===== src/sv/assert_macros.svh =====
// Assertion macros shared by the handler RTL.
// Needs nothing else; files that assert pull this header in by name.
`ifndef ASSERT_MACROS_SVH
`define ASSERT_MACROS_SVH

// Same-cycle implication, checked on every rising clock edge outside reset.
`define ASSERT_IMPL(label, clk, rst_n, ante, cons, msg) \
    label: assert property (@(posedge clk) disable iff (!rst_n) (ante) |-> (cons)) \
        else $error(msg);

// Next-cycle implication, checked on every rising clock edge outside reset.
`define ASSERT_NEXT(label, clk, rst_n, ante, cons, msg) \
    label: assert property (@(posedge clk) disable iff (!rst_n) (ante) |=> (cons)) \
        else $error(msg);

`endif


===== src/sv/usbreq_pkg.sv =====
// Package for the USB standard request handler: codes, sizes and the
// structs passed between its modules. Depends on nothing.
`timescale 1ns / 1ps

package usbreq_pkg;

    localparam int unsigned MAX_CONFIGURATIONS = 1;
    localparam int unsigned MAX_INTERFACES     = 2;
    localparam int unsigned ENDPOINT_COUNT     = 4;

    // OUT endpoints sit in the low half of the halt vector, IN endpoints above.
    localparam int unsigned HALT_SLOTS = 2 * ENDPOINT_COUNT;
    localparam int unsigned HALT_IDX_W = (HALT_SLOTS > 1) ? $clog2(HALT_SLOTS) : 1;

    // Device states.
    localparam logic [1:0] ST_DEFAULT    = 2'd0;
    localparam logic [1:0] ST_ADDRESSED  = 2'd1;
    localparam logic [1:0] ST_CONFIGURED = 2'd2;

    // Reply actions.
    localparam logic [2:0] ACT_NONE  = 3'd0;
    localparam logic [2:0] ACT_ZLP   = 3'd1;
    localparam logic [2:0] ACT_DATA  = 3'd2;
    localparam logic [2:0] ACT_STALL = 3'd3;
    localparam logic [2:0] ACT_DESC  = 3'd4;
    localparam logic [2:0] ACT_CLASS = 3'd5;

    // Descriptor selects.
    localparam logic [2:0] SEL_DEVICE       = 3'd0;
    localparam logic [2:0] SEL_CONFIG       = 3'd1;
    localparam logic [2:0] SEL_LANGID       = 3'd2;
    localparam logic [2:0] SEL_MANUFACTURER = 3'd3;
    localparam logic [2:0] SEL_PRODUCT      = 3'd4;
    localparam logic [2:0] SEL_QUALIFIER    = 3'd5;

    // Recipients, bmRequestType bits 4:0.
    localparam logic [4:0] RCPT_DEVICE    = 5'd0;
    localparam logic [4:0] RCPT_INTERFACE = 5'd1;
    localparam logic [4:0] RCPT_ENDPOINT  = 5'd2;

    // Request type field, bmRequestType bits 6:5.
    localparam logic [1:0] TYPE_CLASS = 2'd1;

    // Standard request codes.
    localparam logic [7:0] REQ_GET_STATUS     = 8'd0;
    localparam logic [7:0] REQ_CLEAR_FEATURE  = 8'd1;
    localparam logic [7:0] REQ_SET_FEATURE    = 8'd3;
    localparam logic [7:0] REQ_SET_ADDRESS    = 8'd5;
    localparam logic [7:0] REQ_GET_DESCRIPTOR = 8'd6;
    localparam logic [7:0] REQ_GET_CONFIG     = 8'd8;
    localparam logic [7:0] REQ_SET_CONFIG     = 8'd9;

    // Feature selectors.
    localparam logic [15:0] FEAT_ENDPOINT_HALT = 16'd0;
    localparam logic [15:0] FEAT_REMOTE_WAKEUP = 16'd1;

    // Descriptor types, wValue high byte.
    localparam logic [7:0] DT_DEVICE    = 8'd1;
    localparam logic [7:0] DT_CONFIG    = 8'd2;
    localparam logic [7:0] DT_STRING    = 8'd3;
    localparam logic [7:0] DT_QUALIFIER = 8'd6;

    // String indexes, wValue low byte.
    localparam logic [7:0] STR_LANGID       = 8'd0;
    localparam logic [7:0] STR_MANUFACTURER = 8'd1;
    localparam logic [7:0] STR_PRODUCT      = 8'd2;
    localparam logic [7:0] STR_SERIAL       = 8'd3;

    // Configuration register indexes.
    localparam int unsigned CFG_INDEX_W = 3;
    localparam int unsigned CFG_DATA_W  = 10;
    localparam logic [CFG_INDEX_W-1:0] CFG_DEVICE_LEN       = 3'd0;
    localparam logic [CFG_INDEX_W-1:0] CFG_CONFIG_LEN       = 3'd1;
    localparam logic [CFG_INDEX_W-1:0] CFG_LANGID_LEN       = 3'd2;
    localparam logic [CFG_INDEX_W-1:0] CFG_MANUFACTURER_LEN = 3'd3;
    localparam logic [CFG_INDEX_W-1:0] CFG_PRODUCT_LEN      = 3'd4;
    localparam logic [CFG_INDEX_W-1:0] CFG_QUALIFIER_LEN    = 3'd5;

    typedef struct packed {
        logic        mode;
        logic [7:0]  request_type;
        logic [7:0]  request_code;
        logic [15:0] request_value;
        logic [15:0] request_index;
        logic [15:0] request_length;
    } t_req;

    typedef struct packed {
        logic [7:0] device_len;
        logic [9:0] config_len;
        logic [7:0] langid_len;
        logic [7:0] manufacturer_len;
        logic [7:0] product_len;
        logic [7:0] qualifier_len;
    } t_cfg;

    typedef struct packed {
        logic [1:0]            dev_state;
        logic [7:0]            active_config;
        logic                  remote_wakeup;
        logic [HALT_SLOTS-1:0] halt;
    } t_dev;

    typedef struct packed {
        logic [2:0]  action;
        logic [15:0] reply_data;
        logic [15:0] reply_length;
        logic [2:0]  descriptor_select;
        logic        address_load;
        logic [6:0]  new_address;
        logic        config_load;
        logic [7:0]  config_number;
        logic        is_configured;
    } t_result;

endpackage


===== src/sv/usbreq_cfg.sv =====
// Descriptor length registers written through the plain write port.
// Depends on usbreq_pkg.
`timescale 1ns / 1ps

module usbreq_cfg (
    input  logic                               i_clk,
    input  logic                               i_rst_n,
    input  logic                               i_we,
    input  logic [usbreq_pkg::CFG_INDEX_W-1:0] i_index,
    input  logic [usbreq_pkg::CFG_DATA_W-1:0]  i_data,
    output usbreq_pkg::t_cfg                   o_cfg
);

    usbreq_pkg::t_cfg r_cfg;

    always_ff @(posedge i_clk) begin
        if (!i_rst_n) begin
            r_cfg.device_len       <= 8'd18;
            r_cfg.config_len       <= 10'd67;
            r_cfg.langid_len       <= 8'd4;
            r_cfg.manufacturer_len <= 8'd2;
            r_cfg.product_len      <= 8'd2;
            r_cfg.qualifier_len    <= 8'd10;
        end else if (i_we) begin
            case (i_index)
                usbreq_pkg::CFG_DEVICE_LEN:       r_cfg.device_len       <= i_data[7:0];
                usbreq_pkg::CFG_CONFIG_LEN:       r_cfg.config_len       <= i_data[9:0];
                usbreq_pkg::CFG_LANGID_LEN:       r_cfg.langid_len       <= i_data[7:0];
                usbreq_pkg::CFG_MANUFACTURER_LEN: r_cfg.manufacturer_len <= i_data[7:0];
                usbreq_pkg::CFG_PRODUCT_LEN:      r_cfg.product_len      <= i_data[7:0];
                usbreq_pkg::CFG_QUALIFIER_LEN:    r_cfg.qualifier_len    <= i_data[7:0];
                default: begin
                end
            endcase
        end
    end

    assign o_cfg = r_cfg;

endmodule


===== src/sv/usbreq_state.sv =====
// Device state registers: state, active configuration, remote wakeup and
// endpoint halt bits. Depends on usbreq_pkg.
`timescale 1ns / 1ps

module usbreq_state (
    input  logic             i_clk,
    input  logic             i_rst_n,
    input  logic             i_update,
    input  usbreq_pkg::t_dev i_next,
    output usbreq_pkg::t_dev o_dev
);

    usbreq_pkg::t_dev r_dev;

    always_ff @(posedge i_clk) begin
        if (!i_rst_n) begin
            r_dev.dev_state     <= usbreq_pkg::ST_DEFAULT;
            r_dev.active_config <= 8'd0;
            r_dev.remote_wakeup <= 1'b0;
            r_dev.halt          <= '0;
        end else if (i_update) begin
            r_dev <= i_next;
        end
    end

    assign o_dev = r_dev;

endmodule


===== src/sv/usbreq_decode.sv =====
// Combinational request decoder: one setup word or bus reset in, one reply
// and the next device state out. Depends on usbreq_pkg.
`timescale 1ns / 1ps

module usbreq_decode (
    input  usbreq_pkg::t_req    i_req,
    input  usbreq_pkg::t_dev    i_dev,
    input  usbreq_pkg::t_cfg    i_cfg,
    output usbreq_pkg::t_result o_res,
    output usbreq_pkg::t_dev    o_dev_next
);

    logic [1:0]                       st;
    logic [7:0]                       code;
    logic [15:0]                      value;
    logic [15:0]                      length;
    logic [7:0]                       ep;
    logic                             ep0;
    logic                             slot_ok;
    logic [usbreq_pkg::HALT_IDX_W-1:0] slot;
    logic                             halt_rd;
    logic                             halt_we;
    logic                             halt_val;
    logic                             desc_hit;
    logic [9:0]                       desc_n;
    logic [2:0]                       desc_sel;
    logic [15:0]                      desc_n16;
    logic [7:0]                       cfg_val;

    // The unused state code behaves as the default state.
    assign st     = (i_dev.dev_state == usbreq_pkg::ST_CONFIGURED ||
                     i_dev.dev_state == usbreq_pkg::ST_ADDRESSED) ?
                    i_dev.dev_state : usbreq_pkg::ST_DEFAULT;
    assign code   = i_req.request_code;
    assign value  = i_req.request_value;
    assign length = i_req.request_length;
    assign cfg_val = value[7:0];

    // Endpoint slot: endpoints beyond the implemented count have no halt bit.
    assign ep      = i_req.request_index[7:0];
    assign ep0     = (ep[6:0] == 7'd0);
    assign slot_ok = 32'(ep[3:0]) < usbreq_pkg::ENDPOINT_COUNT;
    assign slot    = usbreq_pkg::HALT_IDX_W'(ep[7] ?
                     usbreq_pkg::ENDPOINT_COUNT + 32'(ep[3:0]) : 32'(ep[3:0]));
    assign halt_rd = slot_ok && i_dev.halt[slot];

    always_comb begin
        desc_hit = 1'b1;
        desc_n   = 10'd0;
        desc_sel = usbreq_pkg::SEL_DEVICE;
        case (value[15:8])
            usbreq_pkg::DT_DEVICE: begin
                desc_n   = {2'b00, i_cfg.device_len};
                desc_sel = usbreq_pkg::SEL_DEVICE;
            end
            usbreq_pkg::DT_CONFIG: begin
                desc_n   = i_cfg.config_len;
                desc_sel = usbreq_pkg::SEL_CONFIG;
            end
            usbreq_pkg::DT_STRING: begin
                case (value[7:0]) inside
                    usbreq_pkg::STR_LANGID: begin
                        desc_n   = {2'b00, i_cfg.langid_len};
                        desc_sel = usbreq_pkg::SEL_LANGID;
                    end
                    usbreq_pkg::STR_MANUFACTURER: begin
                        desc_n   = {2'b00, i_cfg.manufacturer_len};
                        desc_sel = usbreq_pkg::SEL_MANUFACTURER;
                    end
                    // The serial number string shares the product length.
                    usbreq_pkg::STR_PRODUCT, usbreq_pkg::STR_SERIAL: begin
                        desc_n   = {2'b00, i_cfg.product_len};
                        desc_sel = usbreq_pkg::SEL_PRODUCT;
                    end
                    default: desc_hit = 1'b0;
                endcase
            end
            usbreq_pkg::DT_QUALIFIER: begin
                desc_n   = {2'b00, i_cfg.qualifier_len};
                desc_sel = usbreq_pkg::SEL_QUALIFIER;
            end
            default: desc_hit = 1'b0;
        endcase
    end

    assign desc_n16 = {6'd0, desc_n};

    always_comb begin
        o_res      = '0;
        o_dev_next = i_dev;
        halt_we    = 1'b0;
        halt_val   = 1'b0;

        if (i_req.mode) begin
            o_dev_next.dev_state = usbreq_pkg::ST_DEFAULT;
        end else begin
            case (i_req.request_type[4:0])
                usbreq_pkg::RCPT_DEVICE: begin
                    case (code)
                        usbreq_pkg::REQ_GET_STATUS: begin
                            if (st == usbreq_pkg::ST_DEFAULT) begin
                                o_res.action = usbreq_pkg::ACT_STALL;
                            end else begin
                                o_res.action       = usbreq_pkg::ACT_DATA;
                                o_res.reply_data   = {14'd0, i_dev.remote_wakeup, 1'b1};
                                o_res.reply_length = 16'd2;
                            end
                        end
                        usbreq_pkg::REQ_CLEAR_FEATURE: begin
                            if (st == usbreq_pkg::ST_DEFAULT) begin
                                o_res.action = usbreq_pkg::ACT_STALL;
                            end else if (value == usbreq_pkg::FEAT_REMOTE_WAKEUP) begin
                                o_dev_next.remote_wakeup = 1'b0;
                                o_res.action             = usbreq_pkg::ACT_ZLP;
                            end
                        end
                        usbreq_pkg::REQ_SET_FEATURE: begin
                            if (value == usbreq_pkg::FEAT_REMOTE_WAKEUP) begin
                                o_dev_next.remote_wakeup = 1'b1;
                                o_res.action             = usbreq_pkg::ACT_ZLP;
                            end
                        end
                        usbreq_pkg::REQ_SET_ADDRESS: begin
                            if (i_req.request_index != 16'd0 || length != 16'd0 ||
                                st == usbreq_pkg::ST_CONFIGURED) begin
                                o_res.action = usbreq_pkg::ACT_STALL;
                            end else begin
                                o_res.address_load   = 1'b1;
                                o_res.new_address    = value[6:0];
                                o_res.action         = usbreq_pkg::ACT_ZLP;
                                o_dev_next.dev_state = (value[6:0] != 7'd0) ?
                                    usbreq_pkg::ST_ADDRESSED : usbreq_pkg::ST_DEFAULT;
                            end
                        end
                        usbreq_pkg::REQ_GET_DESCRIPTOR: begin
                            if (desc_hit) begin
                                o_res.action            = usbreq_pkg::ACT_DESC;
                                o_res.descriptor_select = desc_sel;
                                o_res.reply_length      = (desc_n16 < length) ?
                                                          desc_n16 : length;
                            end else begin
                                o_res.action = usbreq_pkg::ACT_STALL;
                            end
                        end
                        usbreq_pkg::REQ_GET_CONFIG: begin
                            if (length != 16'd1 || st == usbreq_pkg::ST_DEFAULT) begin
                                o_res.action = usbreq_pkg::ACT_STALL;
                            end else begin
                                o_res.action       = usbreq_pkg::ACT_DATA;
                                o_res.reply_data   = (st == usbreq_pkg::ST_CONFIGURED) ?
                                                     {8'd0, i_dev.active_config} : 16'd0;
                                o_res.reply_length = 16'd1;
                            end
                        end
                        usbreq_pkg::REQ_SET_CONFIG: begin
                            if (32'(cfg_val) > usbreq_pkg::MAX_CONFIGURATIONS ||
                                st == usbreq_pkg::ST_DEFAULT) begin
                                o_res.action = usbreq_pkg::ACT_STALL;
                            end else begin
                                o_res.action = usbreq_pkg::ACT_ZLP;
                                if (st == usbreq_pkg::ST_ADDRESSED) begin
                                    if (cfg_val != 8'd0) begin
                                        o_dev_next.active_config = cfg_val;
                                        o_dev_next.dev_state     = usbreq_pkg::ST_CONFIGURED;
                                        o_res.config_load        = 1'b1;
                                        o_res.config_number      = cfg_val;
                                    end
                                end else begin
                                    o_dev_next.active_config = cfg_val;
                                    if (cfg_val == 8'd0) begin
                                        o_dev_next.dev_state = usbreq_pkg::ST_ADDRESSED;
                                    end
                                end
                            end
                        end
                        default: o_res.action = usbreq_pkg::ACT_STALL;
                    endcase
                end

                usbreq_pkg::RCPT_INTERFACE: begin
                    if (st != usbreq_pkg::ST_CONFIGURED ||
                        32'(i_req.request_index[7:0]) > usbreq_pkg::MAX_INTERFACES) begin
                        o_res.action = usbreq_pkg::ACT_STALL;
                    end else if (i_req.request_type[6:5] == usbreq_pkg::TYPE_CLASS) begin
                        o_res.action = usbreq_pkg::ACT_CLASS;
                    end else if (length == 16'd0) begin
                        o_res.action = usbreq_pkg::ACT_ZLP;
                    end
                end

                usbreq_pkg::RCPT_ENDPOINT: begin
                    if (st == usbreq_pkg::ST_DEFAULT ||
                        !(code == usbreq_pkg::REQ_GET_STATUS ||
                          code == usbreq_pkg::REQ_CLEAR_FEATURE ||
                          code == usbreq_pkg::REQ_SET_FEATURE)) begin
                        o_res.action = usbreq_pkg::ACT_STALL;
                    end else if (code == usbreq_pkg::REQ_GET_STATUS) begin
                        if (st == usbreq_pkg::ST_ADDRESSED && !ep0) begin
                            o_res.action = usbreq_pkg::ACT_STALL;
                        end else begin
                            // EP0 always reports not halted.
                            o_res.action       = usbreq_pkg::ACT_DATA;
                            o_res.reply_data   = {15'd0,
                                (st == usbreq_pkg::ST_CONFIGURED) && !ep0 && halt_rd};
                            o_res.reply_length = 16'd2;
                        end
                    end else if (st == usbreq_pkg::ST_ADDRESSED) begin
                        // Feature requests while only addressed halt the endpoint
                        // and still stall the control pipe.
                        halt_we      = !ep0;
                        halt_val     = 1'b1;
                        o_res.action = usbreq_pkg::ACT_STALL;
                    end else if (code == usbreq_pkg::REQ_CLEAR_FEATURE) begin
                        if (value == usbreq_pkg::FEAT_ENDPOINT_HALT) begin
                            halt_we      = !ep0;
                            halt_val     = 1'b0;
                            o_res.action = usbreq_pkg::ACT_ZLP;
                        end
                    end else begin
                        halt_we      = (value == usbreq_pkg::FEAT_ENDPOINT_HALT) &&
                                       !ep0 && (length == 16'd0);
                        halt_val     = 1'b1;
                        o_res.action = usbreq_pkg::ACT_ZLP;
                    end
                end

                default: o_res.action = usbreq_pkg::ACT_STALL;
            endcase
        end

        if (halt_we && slot_ok) begin
            o_dev_next.halt[slot] = halt_val;
        end
        o_res.is_configured = (o_dev_next.dev_state == usbreq_pkg::ST_CONFIGURED);
    end

endmodule


===== src/sv/usb_standard_request_handler_top.sv =====
// USB standard request handler, top level: input word register, decoder,
// state and length registers, result register.
// Depends on usbreq_pkg, usbreq_cfg, usbreq_state, usbreq_decode, assert_macros.svh.
//
// Usage:
//   Input channel: i_valid / o_stall with one setup packet or bus reset event
//   per word (i_mode high for a bus reset). Output channel: o_valid / i_stall
//   with one reply word per input word, in order.
//   A word is taken into the input register when i_valid is high and o_stall
//   low. There it is decoded against the current device state; when the result
//   register frees up, the state is updated and the reply loaded into it.
//   Throughput is one word per cycle while the receiver does not stall; the
//   shared state update is the only dependency between words and completes
//   within the decode cycle. When the receiver stalls, the result register
//   holds its word and the input register holds one more; o_stall rises only
//   while both are full. The user must write the descriptor lengths on the
//   i_cfg_we port only while no word is in flight; the block does not enforce
//   this. Synchronous reset clears both registers, returns the device to the
//   default state with no configuration, remote wakeup off and all endpoint
//   halts cleared, and restores the default descriptor lengths.
`timescale 1ns / 1ps
`include "assert_macros.svh"

module usb_standard_request_handler_top (
    input  logic                               i_clk,
    input  logic                               i_rst_n,

    input  logic                               i_cfg_we,
    input  logic [usbreq_pkg::CFG_INDEX_W-1:0] i_cfg_index,
    input  logic [usbreq_pkg::CFG_DATA_W-1:0]  i_cfg_data,

    input  logic                               i_valid,
    output logic                               o_stall,
    input  logic                               i_mode,
    input  logic [7:0]                         i_request_type,
    input  logic [7:0]                         i_request_code,
    input  logic [15:0]                        i_request_value,
    input  logic [15:0]                        i_request_index,
    input  logic [15:0]                        i_request_length,

    output logic                               o_valid,
    input  logic                               i_stall,
    output logic [2:0]                         o_action,
    output logic [15:0]                        o_reply_data,
    output logic [15:0]                        o_reply_length,
    output logic [2:0]                         o_descriptor_select,
    output logic                               o_address_load,
    output logic [6:0]                         o_new_address,
    output logic                               o_config_load,
    output logic [7:0]                         o_config_number,
    output logic                               o_is_configured
);

    usbreq_pkg::t_req    w_req;
    usbreq_pkg::t_req    r_req;
    usbreq_pkg::t_cfg    w_cfg;
    usbreq_pkg::t_dev    w_dev;
    usbreq_pkg::t_dev    w_dev_next;
    usbreq_pkg::t_result w_res;
    usbreq_pkg::t_result r_res;

    logic r_in_valid;
    logic n_in_valid;
    logic r_out_valid;
    logic n_out_valid;
    logic w_out_ready;
    logic w_advance;
    logic w_take;

    assign w_req.mode           = i_mode;
    assign w_req.request_type   = i_request_type;
    assign w_req.request_code   = i_request_code;
    assign w_req.request_value  = i_request_value;
    assign w_req.request_index  = i_request_index;
    assign w_req.request_length = i_request_length;

    // The result register frees up when empty or when its word is taken.
    assign w_out_ready = !r_out_valid || !i_stall;
    assign w_advance   = r_in_valid && w_out_ready;
    assign o_stall     = r_in_valid && !w_out_ready;
    assign w_take      = i_valid && !o_stall;

    always_comb begin
        n_in_valid  = r_in_valid;
        n_out_valid = r_out_valid;
        if (w_take) begin
            n_in_valid = 1'b1;
        end else if (w_advance) begin
            n_in_valid = 1'b0;
        end
        if (w_out_ready) begin
            n_out_valid = r_in_valid;
        end
    end

    always_ff @(posedge i_clk) begin
        if (!i_rst_n) begin
            r_in_valid  <= 1'b0;
            r_out_valid <= 1'b0;
        end else begin
            r_in_valid  <= n_in_valid;
            r_out_valid <= n_out_valid;
        end
    end

    always_ff @(posedge i_clk) begin
        if (w_take) begin
            r_req <= w_req;
        end
        if (w_advance) begin
            r_res <= w_res;
        end
    end

    usbreq_cfg u_cfg (
        .i_clk   (i_clk),
        .i_rst_n (i_rst_n),
        .i_we    (i_cfg_we),
        .i_index (i_cfg_index),
        .i_data  (i_cfg_data),
        .o_cfg   (w_cfg)
    );

    usbreq_state u_state (
        .i_clk    (i_clk),
        .i_rst_n  (i_rst_n),
        .i_update (w_advance),
        .i_next   (w_dev_next),
        .o_dev    (w_dev)
    );

    usbreq_decode u_decode (
        .i_req      (r_req),
        .i_dev      (w_dev),
        .i_cfg      (w_cfg),
        .o_res      (w_res),
        .o_dev_next (w_dev_next)
    );

    assign o_valid             = r_out_valid;
    assign o_action            = r_res.action;
    assign o_reply_data        = r_res.reply_data;
    assign o_reply_length      = r_res.reply_length;
    assign o_descriptor_select = r_res.descriptor_select;
    assign o_address_load      = r_res.address_load;
    assign o_new_address       = r_res.new_address;
    assign o_config_load       = r_res.config_load;
    assign o_config_number     = r_res.config_number;
    assign o_is_configured     = r_res.is_configured;

    `ASSERT_IMPL(a_stall_needs_word, i_clk, i_rst_n, o_stall, r_in_valid, "stall without a held word")
    `ASSERT_NEXT(a_bus_reset_reply, i_clk, i_rst_n, w_advance && r_req.mode, o_valid && o_action == usbreq_pkg::ACT_NONE && !o_is_configured, "bus reset gave a reply or left the device configured")
    `ASSERT_IMPL(a_cfg_load_configured, i_clk, i_rst_n, o_valid && o_config_load, o_is_configured && o_config_number != 8'd0, "configuration load without configured state")
    `ASSERT_IMPL(a_addr_load_zlp, i_clk, i_rst_n, o_valid && o_address_load, o_action == usbreq_pkg::ACT_ZLP, "address load without status reply")
    `ASSERT_IMPL(a_configured_has_cfg, i_clk, i_rst_n, w_dev.dev_state == usbreq_pkg::ST_CONFIGURED, w_dev.active_config != 8'd0, "configured state with configuration zero")

endmodule

===== config.mk =====
export PLATFORM = sky130hd
export DESIGN_NAME = usb_standard_request_handler_top
export DESIGN_NICKNAME = d
export VERILOG_FILES = /design/src/sv/usbreq_pkg.sv /design/src/sv/usbreq_cfg.sv /design/src/sv/usbreq_state.sv /design/src/sv/usbreq_decode.sv /design/src/sv/usb_standard_request_handler_top.sv
export VERILOG_INCLUDE_DIRS = /design/src /design/src/sv
export SDC_FILE = /design/constraint.sdc
export NUM_CORES = 1
export LEC_CHECK = 0
export BUFFER_PORTS_ARGS = -buffer_cell sky130_fd_sc_hd__buf_2
export CORE_ASPECT_RATIO = 1.2
export CORE_UTILIZATION = 47
export DETAILED_ROUTE_END_ITERATION = 10
export GPL_ROUTABILITY_DRIVEN = 0
export GPL_TIMING_DRIVEN = 1
export PLACE_DENSITY = 0.71
export SLEW_MARGIN = 40
export SYNTH_ARGS = -nofsm -noshare
export SYNTH_HDL_FRONTEND = slang
export SYNTH_SLANG_ARGS = --single-unit

===== constraint.sdc =====
create_clock -name i_clk -period 6.4 [get_ports i_clk]
set_input_delay 0.96 -clock i_clk [delete_from_list [all_inputs] [get_ports i_clk]]
set_output_delay 0.96 -clock i_clk [all_outputs]
set_load 0.03 [all_outputs]

==> results.yml <==
sta:
  hold_viol: 0
  drv_slew: 0
  setup_violations: 0
  finalCritPeriodShare_pct: 65.30
  finalSetupTns_ps: 0
  fin_skew_ps: 6.418
  max_slew.worst_pin.slew_ps: 806.4
  max_freq_ghz: 0.2393
  holdWs_ps: 452.3
  timing.slew.headroom_pct: 45.48
  rsz0062_at_grt: "false"
  fin_crit_ps: 4179
cts:
  ctsHoldBuffers: 0
  cts_made_buffers: 17
  ctsRootBufferMaster: "clkbuf_16"
  ctsResizeCount: 0
  cts_tree: "built"
  clockBufferDepth: 2
  clk_latency_ps: 440
  cts.sinks: 183
  cts.htree.levels: 4
  clk_pin_slew_worst_paths_ps: 60
  post_cts_buffers: 0
outcome:
  outcome: "finished, final reports clean"
finish:
  final_cells: 1116
  drive_gt1_share_pct: 22.36
  design_area_mm2: 0.009742
  fill_cells: 1514
  area_growth_pct: 18.06
  layout.nets: 980
floorplan:
  die_w_um: 123.0
  start_util_pct: 48.41
  die_area_mm2: 0.01809
  ios: 141
  row_count: 52
  core_mm2: 0.01705
  die_h_um: 147.2
critical_path:
  ff2ff_setup_slack_ps: 2220
  arrival_ps: 4350
  cpLargestDelayFamily: "compound AO/OA/AOI/OAI gates"
  path_cells: "nor3_1 > nand2_1 > or3_1 > o21ai_0 > ha_1 > a211oi_1 > o21ai_0 > a21oi_1 > a211oi_4 > mux2i_1 > nor2_1"
  required_ps: 6570
  critical_path_class: "reg2reg"
  cp_max_fo: 14
  slowest_delay_ps: 700
  endpoint_kind: "flip-flop"
  cp-start-kind: "flip-flop"
  cp_slowest_cell: "a211oi_4"
  critPathBufInv: 0
  cpMostUsedCell: "o21ai_0"
logic_synthesis:
  synth.top_cell.area_share_pct: 40.76
  yosys_warnings: 0
  synth_cells: 744
  synth_area_leaders: "edfxtp_1 (41%), dfxtp_1 (17%), nand2_1 (6.2%)"
  syn_area_mm2: 0.008252
  async_reset_ff_share_pct: 0
  ys_seq_area_share_pct: 57.98
  yosysUniqueCellTypes: 72
  ys_ff_latch: 183
  synthFlopType: "edfxtp_1"
  yosys.area.top_type: "edfxtp_1"
  synth_commonest_cells: "nand2_1 (137), edfxtp_1 (112), dfxtp_1 (71)"
  yosysMostFrequentCell: "nand2_1"
  synth-edff-count: 112
  syn_area_per_cell_um2: 11.09
pwr:
  ir_worst_vdd_uv: 169.0
  p_leak_nw: 3.539
  power_mw: 2.532
  p_per_area_mw_per_mm2: 259.9
grt:
  antenna_found_initial: 1
  grt_pass1_wl_um: 28780
  grt_use_total_pct: 21.19
  grt_pass1_vias: 5659
  grt_max_degree: 67
  grt-ovfl-total: 0
place:
  placed_cells_incl_taps: 1082
  dp_hpwl_um: 13450
  placed_area_mm2: 0.009136
  port-buffer-count: 131
run:
  drv_cap: 0
drt:
  wire_per_inst_um: 16.54
  via_count: 6117
  postRouteAntennaNets: 0
  drc: 0
  finalWirelength_um: 18460
  viasPerCell: 5.481
  drt_iter0_drc: 412
  drtPass1Iterations: 4
worst_hold_path:
  hp-class: "reg2reg"
power breakdown:
group	switching [mW]	internal [mW]
Combinational	0.119	0.0596
Sequential	0.0312	1.30
Clock	0.432	0.590
Total	0.581	1.95
worst paths after layout:
| check | from | endpoint | cells past startpoint |
|---|---|---|---|
| max | r_req[42] | o_reply_length[8] | 11 |
| max reg2reg | r_req[42] | o_reply_length[8] | 11 |
| min | u_state.o_dev[14] | u_state.o_dev[14] | 1 |
| min reg2reg | u_state.o_dev[14] | u_state.o_dev[14] | 1 |
logic make-up after synthesis:
logic type | share of synthesized area, %
flip-flops | 57.98
AND/OR/NAND/NOR | 20.58
other | 0.04545
adder cells (fa/ha/maj) | 1.668
XOR/XNOR | 0.3185
AO/OA/AOI/OAI | 12.71
buffers and inverters | 3.230
multiplexers | 3.472
metrics by stage:
stage	util [%]	setup WS, ps
after CTS	57.05	2222
after floorplan	-	1775
after global placement	53.46	2282
after global routing	57.15	1781
final	57.15	2221
after detailed placement	53.60	2238
worst reg2reg max path, delay by kind of cell, from the launching register on:
family,cells,cell delay [ps]
AOI/OAI and AO/OA,5,1650
adders and majority gates,1,210
and+or+nand+nor,4,1100
DFF,1,680
muxes,1,280
registers in the layout (all words and copies together), names as in the netlist:
signal / flops
o_is_configured: 1
o_config_number: 8
o_address_load: 1
o_action: 3
u_state.o_dev: 19
o_descriptor_select: 3
u_cfg.o_cfg: 50
o_reply_data: 8
r_in_valid: 1
o_config_load: 1
o_reply_length: 16
r_req: 64
o_valid: 1
o_new_address: 7
routing by layer:
| layer | GRT usage, % | vias up | wire, um |
|---|---|---|---|
| met4 | 11.34 | 0 | 599 |
| li1 | - | 2983 | - |
| met5 | 0 | - | 0 |
| met3 | 3.843 | 43 | 1130 |
| met1 | 27.22 | 2864 | 7843 |
| met2 | 33.74 | 227 | 8886 |
area by class of cell:
type	instances	area [um^2]	share of cell area (%)
multi-input combinational	524	3288	33.75
clock inverter	11	95.09	0.9761
sequential	183	4785	49.11
tap	216	270.3	2.774
inverter	22	85.08	0.8734
timing repair buffer	138	723.2	7.424
antenna	1	2.502	0.02569
clock buffer	21	493.0	5.060
cells in the final DEF (no fill, tap or decap), drive strengths merged, types with 10 or more instances in the layout:
cell type,n
a21boi,42
nor2b,14
mux2i,20
conb,21
inv,23
edfxtp,112
nor3,27
o21ai,15
nor2,43
a21oi,19
dfxtp,71
nand3,22
clkbuf,21
nor4,16
and2,16
ha,11
a211oi,10
nand2,137
buf,138
No activity file was read; power rests on OpenSTA's default activity.
